## src/sv/spq_pkg.sv

```systemverilog
// ----------------------------------------------------------------------------
// spq_pkg: shared types and constants for the sorted priority queue
// Command and status codes, field widths and the per-cell entry record.
// ----------------------------------------------------------------------------
`default_nettype none

package spq_pkg;

  localparam int DEPTH_DEF = 16;

  localparam int VAL_W = 32;
  localparam int PRI_W = 16;
  localparam int STS_W = 2;
  localparam int OCC_W = 5;

  // command codes carried in s_tuser
  localparam logic CMD_ENQ = 1'b0;
  localparam logic CMD_DEQ = 1'b1;

  // result status codes
  localparam logic [STS_W-1:0] STS_OK    = 2'd0;
  localparam logic [STS_W-1:0] STS_FULL  = 2'd1;
  localparam logic [STS_W-1:0] STS_EMPTY = 2'd2;

  // one queue entry as held in a cell
  typedef struct packed {
    logic                    valid;
    logic signed [VAL_W-1:0] value;
    logic        [PRI_W-1:0] prio;
  } entry_t;

  // operation broadcast to every cell
  typedef struct packed {
    logic                    enq;
    logic                    deq;
    logic signed [VAL_W-1:0] value;
    logic        [PRI_W-1:0] prio;
  } op_t;

endpackage

`default_nettype wire

```

## src/sv/spq_cell.sv

```systemverilog
// ----------------------------------------------------------------------------
// spq_cell: one slot of the sorted shift register
// Holds one entry, takes the new item or its left neighbor on insert and
// its right neighbor on removal of the head.
// ----------------------------------------------------------------------------
`default_nettype none

module spq_cell (
  input  wire logic            clk,
  input  wire logic            rst,
  input  wire spq_pkg::op_t    op,
  input  wire spq_pkg::entry_t left_entry,
  input  wire logic            left_ins,
  input  wire spq_pkg::entry_t right_entry,
  output spq_pkg::entry_t      entry,
  output logic                 ins
);
  import spq_pkg::*;

  entry_t entry_next;

  // the new item goes ahead of this entry if the slot is free or strictly later
  assign ins = !entry.valid || (entry.prio > op.prio);

  // pick the incoming entry for this slot
  always_comb begin
    entry_next = entry;
    if (op.enq && ins) begin
      if (left_ins) begin
        entry_next = left_entry;
      end else begin
        entry_next.valid = 1'b1;
        entry_next.value = op.value;
        entry_next.prio  = op.prio;
      end
    end else if (op.deq) begin
      entry_next = right_entry;
    end
  end

  // clear the valid bit under reset, advance the payload
  always_ff @(posedge clk) begin
    if (rst) begin
      entry.valid <= 1'b0;
    end else begin
      entry.valid <= entry_next.valid;
    end
    entry.value <= entry_next.value;
    entry.prio  <= entry_next.prio;
  end

endmodule

`default_nettype wire

```

## src/sv/sorted_priority_queue.sv

```systemverilog
// ----------------------------------------------------------------------------
// sorted_priority_queue: bounded priority queue in a sorted row of cells
// Smallest priority leaves first, equal priorities in arrival order.
// Result: the result word is registered from the accepted input word.
// Throughput: one word per cycle while m_tready is high; every cell compares
//   against the broadcast item and shifts with its neighbor in the same cycle.
// Reset: synchronous, clears all cell valid bits, the count and the output.
// ----------------------------------------------------------------------------
`default_nettype none

module sorted_priority_queue #(
  parameter int DEPTH = spq_pkg::DEPTH_DEF
) (
  input  wire logic        clk,
  input  wire logic        rst,
  input  wire logic        s_tvalid,
  output logic             s_tready,
  input  wire logic [47:0] s_tdata,  // item_value[31:0], item_priority[47:32]
  input  wire logic        s_tuser,  // cmd
  output logic             m_tvalid,
  input  wire logic        m_tready,
  output logic [39:0]      m_tdata   // out_value[31:0], status[33:32],
                                     // occupancy[38:34], zero [39]
);
  import spq_pkg::*;

  localparam int CNT_W = $clog2(DEPTH + 1);

  op_t              op;
  entry_t           cells [DEPTH];
  logic             ins   [DEPTH];
  logic             fire;
  logic             full;
  logic             empty;
  logic [CNT_W-1:0] count;
  logic [CNT_W-1:0] count_next;
  logic [STS_W-1:0] sts;
  logic [VAL_W-1:0] res_value;

  assign s_tready = !m_tvalid || m_tready;
  assign fire     = s_tvalid && s_tready;
  assign full     = cells[DEPTH-1].valid;
  assign empty    = !cells[0].valid;

  // broadcast the operation to the row
  assign op.enq   = fire && (s_tuser == CMD_ENQ) && !full;
  assign op.deq   = fire && (s_tuser == CMD_DEQ) && !empty;
  assign op.value = s_tdata[VAL_W-1:0];
  assign op.prio  = s_tdata[VAL_W+PRI_W-1:VAL_W];

  // chain of cells, head at index 0
  for (genvar i = 0; i < DEPTH; i++) begin : g_cell
    entry_t left_e;
    entry_t right_e;
    logic   left_i;

    if (i == 0) begin : g_head
      assign left_e = '0;
      assign left_i = 1'b0;
    end else begin : g_mid
      assign left_e = cells[i-1];
      assign left_i = ins[i-1];
    end

    if (i == DEPTH - 1) begin : g_tail
      assign right_e = '0;
    end else begin : g_body
      assign right_e = cells[i+1];
    end

    spq_cell u_cell (
      .clk         (clk),
      .rst         (rst),
      .op          (op),
      .left_entry  (left_e),
      .left_ins    (left_i),
      .right_entry (right_e),
      .entry       (cells[i]),
      .ins         (ins[i])
    );
  end

  // occupancy and result selection
  always_comb begin
    count_next = count;
    sts        = STS_OK;
    res_value  = '0;
    if (s_tuser == CMD_ENQ) begin
      if (full) begin
        sts = STS_FULL;
      end else begin
        count_next = count + CNT_W'(1);
      end
    end else begin
      if (empty) begin
        sts = STS_EMPTY;
      end else begin
        count_next = count - CNT_W'(1);
        res_value  = cells[0].value;
      end
    end
  end

  // hold the count and the result word
  always_ff @(posedge clk) begin
    if (rst) begin
      count    <= '0;
      m_tvalid <= 1'b0;
      m_tdata  <= '0;
    end else begin
      if (m_tready) begin
        m_tvalid <= 1'b0;
      end
      if (fire) begin
        count    <= count_next;
        m_tvalid <= 1'b1;
        m_tdata  <= {1'b0, OCC_W'(count_next), sts, res_value};
      end
    end
  end

endmodule

`default_nettype wire
```

## config.mk

```make
export PLATFORM = sky130hd
export DESIGN_NAME = sorted_priority_queue
export DESIGN_NICKNAME = d
export VERILOG_FILES = /design/src/sv/spq_pkg.sv /design/src/sv/spq_cell.sv /design/src/sv/sorted_priority_queue.sv
export SDC_FILE = /design/constraint.sdc
export NUM_CORES = 2
export LEC_CHECK = 0
export ABC_CLOCK_PERIOD_IN_PS = 7500
export BUFFER_PORTS_ARGS = -buffer_cell sky130_fd_sc_hd__buf_2
export CAP_MARGIN = 20
export CORE_MARGIN = 4
export CORE_UTILIZATION = 45
export CTS_CLUSTER_DIAMETER = 50
export DETAILED_ROUTE_END_ITERATION = 12
export PLACE_DENSITY = 0.7
export SYNTH_ARGS = -nofsm -noshare
export SYNTH_HDL_FRONTEND = slang
export SYNTH_HIERARCHICAL = 1
export SYNTH_SLANG_ARGS = --single-unit
```

## constraint.sdc

```tcl
create_clock -name clk -period 7.5 [get_ports clk]
set_clock_uncertainty 0.1 [all_clocks]
set_input_delay 1.5 -clock clk [delete_from_list [all_inputs] [get_ports clk]]
set_output_delay 1.5 -clock clk [all_outputs]
set_load 0.02 [all_outputs]
```

# Yosys cells after proc, flatten, opt, wreduce, memory -nomap -nowiden
# Cells that the tools add are included.
# Widths: inputs -> output; s select.
dict set report classes {
  addsub 2
  muxes 57
  magnitude_cmp 16
  reduce_logical 72
  n_bitwise 1
}
# operator count
set ops {}
lappend ops {{$mux 49} 47}
lappend ops {{$gt 16x16->1} 16}
lappend ops {{$mux 32} 2}
lappend ops {{$reduce_bool 2->1} 17}
lappend ops {{$logic_and 1x1->1} 21}
lappend ops {{$logic_not 1->1} 17}
lappend ops {{$logic_or 1x1->1} 17}
lappend ops {{$mux 5} 3}
lappend ops {{$add 5x1->5 const B} 1}
lappend ops {{$sub 5x1->5 const B} 1}
lappend ops {{$mux 2} 2}
lappend ops {{$mux 1} 3}
lappend ops {{$not 1->1} 1}
dict set report totals {
  word_cells 199
  ff_bits 829
  output_inout_bits 42
}

# Depth between registers and ports, before layout
dict set report logic_depth {
  ltp_word 7
  mapped_depth 12
}

# Modules after synthesis
# Netlist, hierarchy kept.
# mod area_each_um2 cells_each seq_area_each_um2 instances
set modules_own_cells {}
lappend modules_own_cells {{spq_cell at g_cell[0].u_cell ...} 3059.2 244 1461.4 8}
lappend modules_own_cells {{spq_cell at g_cell[2].u_cell ...} 3059.2 242 1461.4 8}
lappend modules_own_cells {sorted_priority_queue 1657.8 203 800.8 1}

# Worst setup path after synthesis
# No wires, ideal clock.
dict set report synth_timing {
  path_kind {input to register}
  startpoint {input port m_tready}
  endpoint {register g_cell[0].u_cell/entry[0] (netlist bit), enable pin}
  cell_stages 10
  required_time_ps 6992
  setup_slack_ps 892
  t_arrival_ps 6100
  n_path_buf 4
  setup_time_ps 408
  path_cell_list {nand2b_2 nand2_1 buf_2 buf_2 nor3_1 inv_1 a311oi_2 buf_6 buf_8 or2_1}
}
# element line_no
set synth_rtl {}
lappend synth_rtl {{start: declaration} sorted_priority_queue.sv:21} ;# input wire logic m_tready,
lappend synth_rtl {{end: declaration} spq_cell.sv:15} ;# output spq_pkg::entry_t entry,

==> results.yml <==
sta:
  hold_violations: 0
  fmax_mhz: 189
  tightest_slew_ns: 1.06
  period_minus_slack_ns: 5.30
  fin_setup_tns_ns: 0
  slew_headroom: 0.292
  slew_violations: 0
  period_share: 0.707
  fin_ws_ns: 2.20
  rsz0062_at_grt: "false"
  setup_viol: 0
pwr:
  switching_share: 0.262
  p_leak_nw: 21.8
  p_int_mw: 9.96
  combPwrFrac: 0.163
  switching_power_mw: 3.54
  p_per_area_nw_per_um2: 238
  peakVddDrop_mv: 0.183
  clkPwrFrac: 0.401
  seqPwrFrac: 0.436
floorplan:
  dieArea_sq_um: 118000
  ios: 95
  die_h_microns: 343
  initial_core_util: 0.455
  dieWidth_microns: 343
  rows: 122
  core_sq_um: 111000
synthesis:
  ys_seq_area_frac: 0.478
  ys_seq_elements: 824
  synth_edf_count: 768
  synthTopCellsByArea: "edfxtp_1, mux2_1, mux2_2"
  synth_ff_type: "edfxtp_1"
  synthCells: 4091
  synth_area_sq_um: 50600
  synth_cell_types: 49
  yosysWarnings: 6
  ys_async_sr_fraction: 0
  synth_top_area_frac: 0.456
  synth.largest_area_cell: "edfxtp_1"
  avgSynthCellArea_sq_um: 12.4
clocking:
  ctsLongestPathBuffers: 3
  cts_resized: 0
  cts_tree: "built"
  worstSkewPairLatency_ns: 0.68
  cts_sinks: 824
  cts_root_buf: "clkbuf_16"
  cts_setup_buffers: 0
  cts_buffers: 112
  postCtsHoldBufs: 0
  htreeDepth: 3
  clk_pin_slew_ns: 0.06
layout:
  multi_input_area_sq_um: 24700
  final_cell_mix: "mux2_1, edfxtp_1, mux2_2"
  layout-drive-gt1-share: 0.211
  nFillCells: 9600
  seqCellArea_sq_um: 24200
  area_growth_syn_to_layout_pct: 12.3
  layout.nets: 4555
  utilization: 0.511
routing:
  drc_errors: 0
  avgRoutedWirePerCell_microns: 19.5
  dr_wl_met3_microns: 5240
  firstDrtPassIters: 6
  drt_wl_total_microns: 114000
  vias_per_cell: 5.44
  wl_met2_microns: 50300
  ant_nets: 0
  initialDrtViolationCount: 2416
  highest_layer: "met4"
  wl_met1_microns: 55800
  num_vias: 31700
run_status:
  outcome: "finished clean"
flow_run:
  maxCapViolations: 0
global_route:
  grt_overflow: 0
  grt_max_degree: 66
  antenna_found_initial: 4
  grt_pass1_wl_microns: 182000
  groute.usage.overall: 0.190
  grt_pass1_vias: 32200
placed_design:
  gp_congestion: 0.896
  dpl_worst_slack_ns: 1.58
  dpl.hpwl_microns: 83100
  portBuffers: 93
setup_path:
  cp.arrival_ns: 5.63
  required_ns: 7.82
  path_class: "in2reg"
  worstSetupStartpointType: "input pin"
  cp_max_fo: 39
  endpoint_kind: "flip-flop"
worst_hold_path:
  hold_class: "reg2reg"
==> power by group through the flow <==
stage,clock network (mW),registers [mW],logic [mW]
2_1_floorplan,0,5.85,1.68
3_3_place_gp,0,5.96,2.10
3_5_place_dp,0,5.97,2.19
4_1_cts,5.53,5.88,2.20
5_1_grt,5.74,5.92,2.44
6_report,5.42,5.89,2.20
==> layer usage <==
metal	track usage	vias to the layer above
met4	0.0536	0
li1	-	15500
met5	0	-
met3	0.0204	171
met2	0.302	738
met1	0.276	15400
==> cells in the mapped netlist (2+ instances only) <==
cell type / instances
a21o_1: 24
dfxtp_1: 56
nand3_1: 33
o21ai_0: 280
nor2_1: 62
nand2b_1: 17
inv_1: 307
a31oi_1: 16
edfxtp_1: 768
and3_1: 17
o21ai_1: 16
nor3_1: 9
buf_2: 12
a41o_1: 8
o2111ai_1: 16
mux2_1: 768
mux2i_1: 32
nand4_1: 40
nand2_1: 382
buf_6: 25
or3_1: 9
clkinv_1: 8
a22oi_1: 2
clkbuf_1: 116
buf_8: 8
buf_4: 49
inv_2: 8
or2_1: 16
nor4_1: 9
and2_1: 3
a311oi_1: 17
a311oi_2: 16
mux2_2: 528
ha_1: 258
nor2b_4: 2
a21oi_1: 141
==> kinds of logic after synthesis <==
group / synth area share
buffers and inverters: 0.0490
other: 0.0000741
xor gates and xnor gates: 0.000346
adders and majority gates: 0.0638
muxes: 0.295
DFF: 0.478
and+or+nand+nor: 0.0522
AOI/OAI and AO/OA: 0.0617
==> path summary, 6_finish.rpt <==
path	startpoint	to	slack (ns)	cells after the start
max	s_tdata[47]	g_cell[15].u_cell/entry[26]	2.20	10
max reg2reg	g_cell[13].u_cell/entry[15]	g_cell[14].u_cell/entry[25]	3.12	8
min reg2reg	m_tdata[3]	m_tdata[3]	0.35	2
min	m_tdata[3]	m_tdata[3]	0.35	2
==> final cells by class <==
type                       count  area share
clock buffer                 133      0.0518
antenna                        4    0.000176
sequential                   824       0.426
timing repair buffer         149      0.0178
clock inverter                73      0.0149
tap                         1488      0.0328
multi-input combinational   2834       0.435
inverter                     323      0.0213
==> sequential cells by signal, summed over array words and instances, names as in the netlist <==
signal,cells
g_cell.u_cell/entry,784
m_tdata,34
count,5
m_tvalid,1
==> metrics by stage <==
step,power [mW],instance area [sq um],instances,hold slack [ns]
final,13.5,56800,5828,0.349
after global routing,14.1,56800,5826,0.362
after CTS,13.6,56700,5821,0.350
after detailed placement,8.16,53000,5615,0.343
after global placement,8.06,52800,5609,0.336
after floorplan,7.53,51000,4191,0.401
==> worst max-delay path, cell delays in order <==
cell and delay [ns]:
buf_2 0.36, inv_1 0.13, ha_1 0.34, nand4_1 0.22, nor4_1 0.71, o21ai_1 0.33
a31oi_4 0.66, buf_4 0.59, mux2_2 0.41, mux2_1 0.29
Note: power is estimated with default switching activity, not from simulation.
